===== src/aacsp_pkg.sv =====
`timescale 1ns / 1ps

package aacsp_pkg;

  localparam int COORD_BITS_DEFAULT = 16;

  localparam logic [7:0] VERSION_CODE   = 8'd24;
  localparam logic [3:0] HEADER_SKIP    = 4'd8;
  localparam logic [7:0] WIDTH_AT_RESET = 8'd80;

  // record codes
  localparam logic [7:0] CODE_POS  = 8'd1;
  localparam logic [7:0] CODE_FORE = 8'd2;
  localparam logic [7:0] CODE_BACK = 8'd4;
  localparam logic [7:0] CODE_BOTH = 8'd6;

  // payload byte positions inside records
  localparam logic [3:0] POS_LAST_ROW   = 4'd3;
  localparam logic [3:0] POS_DONE       = 4'd7;
  localparam logic [3:0] REC_GLYPH      = 4'd0;
  localparam logic [3:0] REC_RGB_FIRST  = 4'd2;
  localparam logic [3:0] REC_RGB_LAST   = 4'd4;
  localparam logic [3:0] REC_BRGB_FIRST = 4'd6;
  localparam logic [3:0] REC_BRGB_LAST  = 4'd8;

  localparam int QUEUE_DEPTH     = 4;
  localparam int QUEUE_PTR_BITS  = $clog2(QUEUE_DEPTH);
  localparam int QUEUE_CNT_BITS  = $clog2(QUEUE_DEPTH + 1);

  typedef enum logic [3:0] {
    OP_NOP,
    OP_ERROR,
    OP_BODY_CODE,
    OP_BODY_CELL,
    OP_ROW,
    OP_COL,
    OP_GLYPH,
    OP_FORE,
    OP_BACK
  } op_kind_t;

  typedef struct packed {
    op_kind_t    kind;
    logic        draw;   // record done: draw held glyph
    logic        last;   // clear parser state after this op
    logic [7:0]  data;
  } op_t;

  function automatic logic is_code(input logic [7:0] b);
    return (b == CODE_POS) || (b == CODE_FORE) || (b == CODE_BACK) || (b == CODE_BOTH);
  endfunction

endpackage


===== src/aacsp_front.sv =====
`timescale 1ns / 1ps

module aacsp_front
  import aacsp_pkg::*;
(
  input  logic       clk,
  input  logic       rst,
  input  logic       take,
  input  logic [7:0] data_byte,
  input  logic       last_byte,
  output op_t        op
);

  typedef enum logic [2:0] {
    PH_VERSION,
    PH_HEADER,
    PH_BODY,
    PH_RECORD,
    PH_ERROR
  } phase_t;

  phase_t     phase, phase_next;
  logic [3:0] idx, idx_next;
  logic [2:0] rec, rec_next;
  logic       done;

  always_comb begin
    phase_next = phase;
    idx_next   = idx;
    rec_next   = rec;
    done       = 1'b0;
    op.kind    = OP_NOP;
    op.draw    = 1'b0;
    op.last    = last_byte;
    op.data    = data_byte;
    case (phase)
      PH_VERSION: begin
        if (data_byte == VERSION_CODE) begin
          phase_next = PH_HEADER;
          idx_next   = 4'd0;
        end else begin
          op.kind    = OP_ERROR;
          phase_next = PH_ERROR;
        end
      end
      PH_HEADER: begin
        idx_next = idx + 4'd1;
        if (idx == HEADER_SKIP - 4'd1) begin
          phase_next = PH_BODY;
          idx_next   = 4'd0;
        end
      end
      PH_BODY: begin
        if (is_code(data_byte)) begin
          op.kind    = OP_BODY_CODE;
          rec_next   = data_byte[2:0];
          idx_next   = 4'd0;
          phase_next = PH_RECORD;
        end else begin
          op.kind = OP_BODY_CELL;
        end
      end
      PH_RECORD: begin
        if ({5'd0, rec} == CODE_POS) begin
          op.kind = (idx <= POS_LAST_ROW) ? OP_ROW : OP_COL;
          done    = (idx >= POS_DONE);
        end else begin
          if (idx == REC_GLYPH) begin
            op.kind = OP_GLYPH;
          end else if (idx >= REC_RGB_FIRST && idx <= REC_RGB_LAST) begin
            op.kind = ({5'd0, rec} == CODE_BACK) ? OP_BACK : OP_FORE;
          end else if (idx >= REC_BRGB_FIRST && idx <= REC_BRGB_LAST) begin
            op.kind = OP_BACK;
          end
          done    = ({5'd0, rec} == CODE_BOTH) ? (idx >= REC_BRGB_LAST) : (idx >= REC_RGB_LAST);
          op.draw = done;
        end
        idx_next = idx + 4'd1;
        if (done) begin
          phase_next = PH_BODY;
          idx_next   = 4'd0;
        end
      end
      PH_ERROR: begin
        op.kind = OP_NOP;
      end
      default: begin
        phase_next = PH_VERSION;
      end
    endcase
    if (last_byte) begin
      phase_next = PH_VERSION;
      idx_next   = 4'd0;
      rec_next   = 3'd0;
    end
  end

  always_ff @(posedge clk) begin
    if (rst) begin
      phase <= PH_VERSION;
      idx   <= 4'd0;
      rec   <= 3'd0;
    end else if (take) begin
      phase <= phase_next;
      idx   <= idx_next;
      rec   <= rec_next;
    end
  end

endmodule


===== src/aacsp_queue.sv =====
`timescale 1ns / 1ps

module aacsp_queue
  import aacsp_pkg::*;
(
  input  logic clk,
  input  logic rst,
  input  logic push,
  input  op_t  push_op,
  output logic full,
  input  logic pop,
  output logic not_empty,
  output op_t  head
);

  op_t                       mem [QUEUE_DEPTH];
  logic [QUEUE_PTR_BITS-1:0] wr_ptr, rd_ptr;
  logic [QUEUE_CNT_BITS-1:0] count;

  assign full      = (count == QUEUE_CNT_BITS'(QUEUE_DEPTH));
  assign not_empty = (count != '0);
  assign head      = mem[rd_ptr];

  always_ff @(posedge clk) begin
    if (push) begin
      mem[wr_ptr] <= push_op;
    end
  end

  always_ff @(posedge clk) begin
    if (rst) begin
      wr_ptr <= '0;
      rd_ptr <= '0;
      count  <= '0;
    end else begin
      if (push) begin
        wr_ptr <= wr_ptr + 1'b1;
      end
      if (pop) begin
        rd_ptr <= rd_ptr + 1'b1;
      end
      case ({push, pop})
        2'b10:   count <= count + 1'b1;
        2'b01:   count <= count - 1'b1;
        default: count <= count;
      endcase
    end
  end

endmodule


===== src/aacsp_back.sv =====
`timescale 1ns / 1ps

module aacsp_back
  import aacsp_pkg::*;
#(
  parameter int COORD_BITS = COORD_BITS_DEFAULT
) (
  input  logic        clk,
  input  logic        rst,
  input  logic        op_valid,
  input  op_t         op,
  output logic        op_take,
  input  logic        cfg_write,
  input  logic [7:0]  cfg_width,
  output logic        out_valid,
  input  logic        out_ready,
  output logic [15:0] cell_row,
  output logic [15:0] cell_column,
  output logic [7:0]  glyph_code,
  output logic [23:0] fore_rgb,
  output logic [23:0] back_rgb,
  output logic        bad_header
);

  logic [7:0]            width;
  logic [COORD_BITS-1:0] row, row_next, col, col_next, row_w, col_w;
  logic [23:0]           fore, fore_next, back, back_next;
  logic [7:0]            held, held_next;
  logic [COORD_BITS+7:0] row_shift, col_shift;
  logic [COORD_BITS+15:0] row_ext, col_ext;
  logic                  emit, emit_bad;
  logic [7:0]            emit_glyph;
  logic [23:0]           emit_fore, emit_back;

  assign op_take = op_valid && (!out_valid || out_ready);

  always_comb begin
    row_next   = row;
    col_next   = col;
    fore_next  = fore;
    back_next  = back;
    held_next  = held;
    emit       = 1'b0;
    emit_bad   = 1'b0;
    emit_glyph = op.data;
    emit_fore  = fore;
    emit_back  = back;
    row_w      = row;
    col_w      = col;
    if (col == COORD_BITS'(width)) begin
      col_w = '0;
      row_w = row + 1'b1;
    end
    row_shift = {row, op.data};
    col_shift = {col, op.data};
    case (op.kind)
      OP_ERROR: begin
        emit     = 1'b1;
        emit_bad = 1'b1;
      end
      OP_BODY_CODE: begin
        row_next = row_w;
        col_next = col_w;
      end
      OP_BODY_CELL: begin
        emit     = 1'b1;
        row_next = row_w;
        col_next = col_w + 1'b1;
      end
      OP_ROW:   row_next  = row_shift[COORD_BITS-1:0];
      OP_COL:   col_next  = col_shift[COORD_BITS-1:0];
      OP_GLYPH: held_next = op.data;
      OP_FORE:  fore_next = {fore[15:0], op.data};
      OP_BACK:  back_next = {back[15:0], op.data};
      default: begin
        row_next = row;
      end
    endcase
    // end of a colour record: draw the carried glyph unless it is a code
    if (op.draw && !is_code(held)) begin
      emit       = 1'b1;
      emit_glyph = held;
      emit_fore  = fore_next;
      emit_back  = back_next;
      col_next   = col + 1'b1;
    end
    // cell position as seen when the cell is drawn
    row_ext = {16'd0, (op.kind == OP_BODY_CELL) ? row_w : row};
    col_ext = {16'd0, (op.kind == OP_BODY_CELL) ? col_w : col};
    if (op.last) begin
      row_next  = '0;
      col_next  = '0;
      fore_next = '0;
      back_next = '0;
      held_next = '0;
    end
  end

  always_ff @(posedge clk) begin
    if (rst) begin
      width     <= WIDTH_AT_RESET;
      row       <= '0;
      col       <= '0;
      fore      <= '0;
      back      <= '0;
      held      <= '0;
      out_valid <= 1'b0;
    end else begin
      if (cfg_write) begin
        width <= cfg_width;
      end
      if (out_ready) begin
        out_valid <= 1'b0;
      end
      if (op_take) begin
        row  <= row_next;
        col  <= col_next;
        fore <= fore_next;
        back <= back_next;
        held <= held_next;
        if (emit) begin
          out_valid <= 1'b1;
        end
      end
    end
  end

  always_ff @(posedge clk) begin
    if (op_take && emit) begin
      if (emit_bad) begin
        cell_row    <= '0;
        cell_column <= '0;
        glyph_code  <= '0;
        fore_rgb    <= '0;
        back_rgb    <= '0;
      end else begin
        cell_row    <= row_ext[15:0];
        cell_column <= col_ext[15:0];
        glyph_code  <= emit_glyph;
        fore_rgb    <= emit_fore;
        back_rgb    <= emit_back;
      end
      bad_header <= emit_bad;
    end
  end

endmodule


===== src/ansi_art_cell_stream_parser.sv =====
`timescale 1ns / 1ps

// Channel   Direction  Handshake            Payload
// ------    ---------  -------------------  --------------------------------------
// input     in         in_valid/in_ready    data_byte, last_byte
// output    out        out_valid/out_ready  cell_row, cell_column, glyph_code,
//                                           fore_rgb, back_rgb, bad_header
// config    in         cfg_valid/cfg_ready  line_width
//
// One byte per cycle while the queue is not full: the front decodes a byte in
// the cycle of its transfer; the back retires one queued op per cycle into the
// output register unless the output stalls. Byte to cell: queue write, then output register.
// Synchronous reset clears parser state, queue and output valid; width -> 80.
// The four-entry op queue lets the front keep taking bytes while the output
// side stalls; in_ready drops only once the queue is full. Config always ready.

module ansi_art_cell_stream_parser
  import aacsp_pkg::*;
#(
  parameter int COORD_BITS = COORD_BITS_DEFAULT
) (
  input  logic        clk,
  input  logic        rst,
  input  logic        in_valid,
  output logic        in_ready,
  input  logic [7:0]  data_byte,
  input  logic        last_byte,
  output logic        out_valid,
  input  logic        out_ready,
  output logic [15:0] cell_row,
  output logic [15:0] cell_column,
  output logic [7:0]  glyph_code,
  output logic [23:0] fore_rgb,
  output logic [23:0] back_rgb,
  output logic        bad_header,
  input  logic        cfg_valid,
  output logic        cfg_ready,
  input  logic [7:0]  line_width
);

  op_t  front_op, head_op;
  logic q_full, q_not_empty, q_pop, in_xfer;

  assign in_ready  = !q_full;
  assign in_xfer   = in_valid && in_ready;
  assign cfg_ready = 1'b1;

  // front: version/header/record sequencing, one op per byte
  aacsp_front u_front (
    .clk       (clk),
    .rst       (rst),
    .take      (in_xfer),
    .data_byte (data_byte),
    .last_byte (last_byte),
    .op        (front_op)
  );

  // short op queue decoupling decode from cursor/colour update
  aacsp_queue u_queue (
    .clk       (clk),
    .rst       (rst),
    .push      (in_xfer),
    .push_op   (front_op),
    .full      (q_full),
    .pop       (q_pop),
    .not_empty (q_not_empty),
    .head      (head_op)
  );

  // back: cursor, colours, held glyph, cell output register
  aacsp_back #(
    .COORD_BITS (COORD_BITS)
  ) u_back (
    .clk         (clk),
    .rst         (rst),
    .op_valid    (q_not_empty),
    .op          (head_op),
    .op_take     (q_pop),
    .cfg_write   (cfg_valid && cfg_ready),
    .cfg_width   (line_width),
    .out_valid   (out_valid),
    .out_ready   (out_ready),
    .cell_row    (cell_row),
    .cell_column (cell_column),
    .glyph_code  (glyph_code),
    .fore_rgb    (fore_rgb),
    .back_rgb    (back_rgb),
    .bad_header  (bad_header)
  );

endmodule

===== config.mk =====
export PLATFORM = sky130hd
export DESIGN_NAME = ansi_art_cell_stream_parser
export DESIGN_NICKNAME = d
export VERILOG_FILES = /design/src/aacsp_pkg.sv /design/src/aacsp_front.sv /design/src/aacsp_queue.sv /design/src/aacsp_back.sv /design/src/ansi_art_cell_stream_parser.sv
export SDC_FILE = /design/constraint.sdc
export NUM_CORES = 1
export LEC_CHECK = 0
export BUFFER_PORTS_ARGS = -buffer_cell sky130_fd_sc_hd__buf_2
export CAP_MARGIN = 20
export CORE_MARGIN = 2
export CORE_UTILIZATION = 35
export DETAILED_ROUTE_END_ITERATION = 6
export PLACE_DENSITY = 0.54
export SLEW_MARGIN = 20
export SYNTH_ARGS = -nofsm -noshare
export SYNTH_HDL_FRONTEND = slang
export SYNTH_SLANG_ARGS = --single-unit

===== constraint.sdc =====
create_clock -name clk -period 8.6 [get_ports clk]
set_clock_uncertainty 0.15 [all_clocks]
set_input_delay 0.43 -clock clk [delete_from_list [all_inputs] [get_ports clk]]
set_output_delay 0.43 -clock clk [all_outputs]
set_load 0.02 [all_outputs]

==> out/metrics.cfg, run 1 <==
[outcome]
outcome = finished clean

[timing]
fin_tns_setup_ns = 0
fin_crit_ns = 4.43
setup_violations = 0
tightest_slew_ns = 1.05
slew_headroom_pct = 29.9
setup_ws_ns = 4.17
rsz0062_at_grt = false
slew_viol_final = 0
clock.fmax_mhz = 226
finalHoldViolCount = 0
post-route-period-util_pct = 51.5

[run]
drv_cap = 0

[die]
core_area_mm2 = 0.0353
fp-row-count = 69
ios = 114
start_util_pct = 35.2
die_area_mm2 = 0.0371
fp.dieH_um = 192
die_width_um = 192

[pwr]
p_leak_uw = 0.00486
switching_share_pct = 39.6
power.total_uw = 4660
pwr-share-seq_pct = 37.2
power_density_mw_per_mm2 = 325
combPwrFrac_pct = 36.3
p_sw_uw = 1850
clkPwrFrac_pct = 26.6
p_int_uw = 2810
max-vdd-ir-drop_mv = 0.198

[worst_setup_path]
critPathCaptureType = flip-flop
startpoint_type = flip-flop
slowest_stage = a21boi_4
path_max_fanout = 65
crit_chain = mux4_2 -> or3b_1 -> a21boi_4 -> buf_4
slowest_delay_ns = 0.93
crit_type = flip-flop to flip-flop
critPathTopFamily = compound AO/OA/AOI/OAI gates
cp.required_ns = 8.63
critPathBufInv = 1
arrival_ns = 4.46

[yosys]
synth_area_per_cell_um2 = 10.3
syn_area_mm2 = 0.0124
yosysSeqAreaShare_pct = 53.7
yosysWarnings = 0
synth_edf_count = 145
synthArstFlopShare_pct = 0
syn-instance-count = 1213
yosys_most_used_dff = edfxtp_1
ys_ff_latch = 261
ys_types = 98
syn_nets = 1246

[clock_network]
h-tree-depth = 1
tritoncts = done
clockRootBuffer = clkbuf_16
cts.sinks = 261
insertion_delay_ns = 0.56
cts_hold_buffers = 13
postCtsSetupBuffers = 0
ctsResizeCount = 0
cts_buffer_depth = 3
clk_pin_slew_ns = 0.06
numCtsBuffers = 29

[detailed_routing]
vias = 9672
drt_wl_total_um = 32800
drc = 0
antenna_left = 0
drt_iter0_markers = 951
wl_per_cell_um = 18.4
viasPerCell = 5.44
dr.pass1.iters = 5

[final_layout]
final_cell_mix = 171 x nand2_1, 145 x edfxtp_1, 116 x dfxtp_1
syn2layout_area_growth_pct = 15.4
mostFrequentLayoutCell = nand2_1
nets = 1327
drive_above_1_share_pct = 16.4
stdcell_area_mm2 = 0.0144
instances_no_fill = 1778
antennaDiodeCount = 0

[placement]
place_congestion = 0.831
placed_area_mm2 = 0.0133
dp.final_hpwl_um = 20700
port_buffers = 112
place_ws_ns = 4.09
dp_cells = 1711

[grt]
grt_pass1_vias = 9082
grt_max_degree = 81
overflow = 0
grt_pass1_wl_um = 51300
antenna_found_initial = 0
grtUsageTotal_pct = 17.5

[hold_path]
min_path_type = primary input to flip-flop

## layout make-up
| type | count | area [um2] |
|---|---|---|
| multi-input combinational | 833 | 5240 |
| clock inverter | 11 | 125 |
| inverter | 31 | 116 |
| tap | 461 | 577 |
| clock buffer | 43 | 828 |
| fill | 3398 | 21000 |
| timing repair buffer | 138 | 791 |
| sequential | 261 | 6680 |
## worst reg2reg max path, stage by stage, from the launching register on
cell	delay, ns
dfxtp_1	0.77
mux4_2	0.61
or3b_1	0.75
a21boi_4	0.93
buf_4	0.78
## kinds of logic after synthesis
family / count (synthesis) / synth area share, %
flip-flops: 261 / 53.7
AO/OA/AOI/OAI: 326 / 17.6
XOR/XNOR: 22 / 1.55
other: 1 / 0.0302
AND/OR/NAND/NOR: 447 / 18.0
adder cells (fa/ha/maj): 11 / 1.17
buffers and inverters: 119 / 4.45
multiplexers: 26 / 3.51
## through the flow
step / util (%) / hold WS [ns]
detailed placement: 37.6 / 0.328
floorplan: - / 0.301
global placement: 37.6 / 0.320
global route: 40.6 / 0.0316
CTS: 40.6 / 0.0183
finish: 40.6 / 0.0402
## Yosys cell counts (all sizes together) (5+ instances only)
cell type	number	area share (%)
a211oi	9	0.58
a22oi	60	3.6
edfxtp	145	35
xnor2	15	1.1
nand3	33	1.3
and2	15	0.75
o32ai	8	0.56
buf	44	2.2
and3	13	0.65
o21ai	45	1.9
nand2b	6	0.36
nand4	16	0.81
or2	6	0.30
nor4	9	0.62
nand2	171	5.2
mux4	14	2.5
dfxtp	116	19
nor3	19	0.94
clkbuf	44	1.3
nor2b	6	0.30
xor2	7	0.49
or3	12	0.60
mux2i	11	0.89
inv	31	0.94
a21oi	110	4.5
o211ai	7	0.42
a32o	6	0.48
nor2	110	3.5
and4	5	0.35
o31a	7	0.49
a21o	6	0.36
o31ai	14	0.85
a31oi	8	0.40
ha	10	1.0
## registers in the layout, indices dropped and copies added (netlist names), 4 cells and up, named ones only
register,cells
u_queue.mem,56
u_back.back,24
u_back.back_rgb,24
u_back.fore,24
u_back.fore_rgb,24
u_back.cell_column,16
u_back.cell_row,16
u_back.col,16
u_back.row,16
u_back.glyph_code,8
u_back.held,8
u_back.width,8
u_front.idx,4
## path summary, 6_finish.rpt
path	start	end	slack [ns]	depth (start not counted)
worst max register to register	flip-flop	u_back.fore_rgb[4]	4.17	4
worst min-delay path	data_byte[0]	u_queue.mem[2][0]	0.04	1
worst min register to register	u_front.rec[1]	u_front.rec[1]	0.34	2
worst max-delay path	flip-flop	u_back.fore_rgb[4]	4.17	4
## power by group through the flow
| stage | combinational, uW | sequential (uW) | clock, uW |
|---|---|---|---|
| detailed placement | 1700 | 1760 | 0 |
| floorplan | 1000 | 1960 | 0 |
| finish | 1690 | 1730 | 1240 |
| global route | 1840 | 1760 | 1310 |
| global placement | 1690 | 1770 | 0 |
| CTS | 1710 | 1740 | 1260 |
## layer usage
layer / vias up / wire, um / share of wire, % / GRT usage [%]
met3: 61 / 1660 / 5.1 / 2.66
met2: 250 / 15200 / 46 / 28.0
met5: - / 0 / 0 / 0
met1: 4704 / 15000 / 46 / 24.3
li1: 4657 / - / - / -
met4: 0 / 883 / 2.7 / 5.23
No activity file was read; power rests on OpenSTA's default activity.
==> inputs of run 2 (changes only) <==
--- a/config.mk
+++ b/config.mk
@@ -5,12 +5,13 @@
 export SDC_FILE = /design/constraint.sdc
 export NUM_CORES = 1
 export LEC_CHECK = 0
+export ABC_AREA = 1
 export BUFFER_PORTS_ARGS = -buffer_cell sky130_fd_sc_hd__buf_2
 export CAP_MARGIN = 20
 export CORE_MARGIN = 2
 export CORE_UTILIZATION = 35
 export DETAILED_ROUTE_END_ITERATION = 6
-export PLACE_DENSITY = 0.54
+export PLACE_DENSITY = 0.52
 export SLEW_MARGIN = 20
 export SYNTH_ARGS = -nofsm -noshare
 export SYNTH_HDL_FRONTEND = slang
==> constraint.sdc (replaced) <==
create_clock -name clk -period 4.1 [get_ports clk]
set_clock_uncertainty 0.15 [all_clocks]
set_input_delay 0.205 -clock clk [delete_from_list [all_inputs] [get_ports clk]]
set_output_delay 0.205 -clock clk [all_outputs]
set_load 0.02 [all_outputs]
==> out/metrics.cfg, run 2 <==
[outcome]
outcome = finished clean

[detailed_routing]
wl_per_cell_um = 16.6
dr.pass1.iters = 6
drc = 0
drt_wl_total_um = 36000
antenna_left = 0
viasPerCell = 5.08
vias = 11000
drt_iter0_markers = 846

[die]
die_width_um = 196
ios = 114
fp.dieH_um = 196
die_area_mm2 = 0.0384
core_area_mm2 = 0.0364
fp-row-count = 70
start_util_pct = 35.4

[yosys]
synth_area_per_cell_um2 = 8.24
ys_types = 52
ys_ff_latch = 261
ys_top_cells_by_area = edfxtp_1 34%, dfxtp_1 18%, nand2_1 12%
synth_most_common_cell = nand2_1
yosys-top-cells-count = 416 x nand2_1, 161 x inv_1, 147 x a21oi_1
synth_fa_ha_area_share_pct = 1.13
yosysWarnings = 0
yosysSeqAreaShare_pct = 51.8
syn-instance-count = 1565
synth_top_family_by_area = simple AND/OR/NAND/NOR gates
synth_simple_gate_area_share_pct = 20.5
yosys_most_used_dff = edfxtp_1
synth_edf_count = 145
syn_nets = 1598
syn_area_mm2 = 0.0129
synth_compound_area_share_pct = 16.7
synth_top_area_share_pct = 33.8
synthArstFlopShare_pct = 0
synthMuxAreaShare_pct = 0
synth_largest_area_cell = edfxtp_1
synth_xor_area_share_pct = 1.70

[clock_network]
numCtsBuffers = 29
tritoncts = done
cts_buffer_depth = 3
cts.sinks = 261
clockRootBuffer = clkbuf_16
ctsResizeCount = 0
clk_pin_slew_ns = 0.06
postCtsSetupBuffers = 0
h-tree-depth = 1
insertion_delay_ns = 0.57

[hold_path]
hold_end = u_queue.wr_ptr[1]
min_path_type = primary input to flip-flop
hold-path-cell-count = 3
min-delay-start = in_valid

[run]
drv_cap = 0

[timing]
finalHoldViolCount = 0
slew_viol_final = 0
setup_ws_ns = 1.06
fin_tns_setup_ns = 0
fin_crit_ns = 3.04
rsz0062_at_grt = false
clock.fmax_mhz = 329
setup_violations = 0
slew_headroom_pct = 42.5
post-route-period-util_pct = 74.1
tightest_slew_ns = 0.862

[pwr]
p_leak_uw = 0.00609
max-vdd-ir-drop_mv = 0.344
power_density_mw_per_mm2 = 801

[grt]
grtUsageTotal_pct = 18.7
antenna_found_initial = 0
grt_pass1_wl_um = 56900
overflow = 0
grt_pass1_vias = 10200
grt_max_degree = 61

[placement]
place_congestion = 0.868
port_buffers = 112
place_ws_ns = 1.14
dp.final_hpwl_um = 23300

[worst_setup_path]
slowest_stage = dfxtp_1
r2r_start = u_back.col[1]
slowest_delay_ns = 0.41
r2r_end = u_back.col[12]
arrival_ns = 3.31
critPathTopFamily = simple AND/OR/NAND/NOR gates
crit_type = flip-flop to flip-flop
worstRegToRegCells = 20
r2r_slack_ns = 1.06
critPathCaptureType = flip-flop
critPathBufInv = 3
crit_chain = inv_1 -> nand2_1 -> nand2_1 -> nor2_1 -> nand2_1 -> nor2_1 -> nand2_1 -> buf_4 -> inv_2 -> nor2_1 -> ha_1 -> nand3_1 -> nor2_1 -> nand3_1 -> nand3_1 -> nand3_1 -> nand2_1 -> nand2_1 -> nand2_1 -> a21oi_1
path_max_fanout = 15
startpoint_type = flip-flop
cp_common_cell = nand2_1
cp.required_ns = 4.37

[final_layout]
drive_above_1_share_pct = 12.9
largest_register_ffs = 56
nets = 1713
regMostFlops = u_queue.mem
antennaDiodeCount = 0
final_cell_mix = 416 x nand2_1, 160 x inv_1, 146 x a21oi_1
n_fill_cell = 3686
syn2layout_area_growth_pct = 17.1
mostFrequentLayoutCell = nand2_1

## run 2: cell type report
type | instances | area [um2] | area share (%)
multi-input cells | 1044 | 5190 | 34.4
inverters | 178 | 672 | 4.45
flip-flops and latches | 261 | 6680 | 44.2
clock inverters | 15 | 98.8 | 0.655
repair buffers | 166 | 1080 | 7.18
well taps | 468 | 586 | 3.88
clock buffers | 39 | 793 | 5.25
## run 2: worst max path at each step
stage,start,cells past startpoint,endpoint
after floorplan,flip-flop,7,u_back.back_rgb[0]
after global placement,u_back.col[4],18,u_back.col[4]
after detailed placement,u_back.col[1],20,u_back.col[4]
final,u_back.col[1],20,u_back.col[12]
after CTS,u_back.col[1],21,u_back.col[14]
after global routing,u_back.col[1],21,u_back.col[14]
## run 2: per-layer routing
metal | track usage, % | vias to the layer above | routed length, um
met4 | 5.70 | 0 | 909
li1 | - | 5485 | -
met3 | 2.66 | 56 | 1900
met2 | 29.5 | 298 | 16200
met5 | 0 | - | 0
met1 | 26.5 | 5190 | 17000
## run 2: cells by family after synthesis
family                   Yosys count
AND/OR/NAND/NOR                  635
AO/OA/AOI/OAI                    372
flip-flops                       261
buffers and inverters            260
XOR/XNOR                          25
adder cells (fa/ha/maj)           11
other                              1
## run 2: repair_timing
item / 4_1_cts / 5_1_grt
hold buffers: 31 / 0
setup endpoints to repair: 0 / 0
hold endpoints to repair: 80 / 0
## run 2: worst min-delay path, stage by stage
cell,delay [ns]
buf_2,0.07
nand2_1,0.25
a21oi_1,0.22
## run 2: power by group
part | internal (uW) | total [uW] | switching (uW)
clock | 1410 | 2480 | 1070
sequential | 3790 | 4150 | 356
combinational | 1540 | 5460 | 3920
total | 6750 | 12100 | 5340
## run 2: through the flow
| step | area [um2] | util [%] | hold WS, ns | std cells | power (uW) |
|---|---|---|---|---|---|
| 2_1_floorplan | 12900 | - | 0.154 | 1565 | 7870 |
| 3_3_place_gp | 13900 | 38.1 | 0.274 | 2086 | 9670 |
| 3_5_place_dp | 13900 | 38.1 | 0.283 | 2086 | 9690 |
| 4_1_cts | 15100 | 41.4 | 0.0648 | 2171 | 12200 |
| 5_1_grt | 15100 | 41.4 | 0.110 | 2171 | 12900 |
| 6_report | 15100 | 41.4 | 0.0747 | 2171 | 12100 |
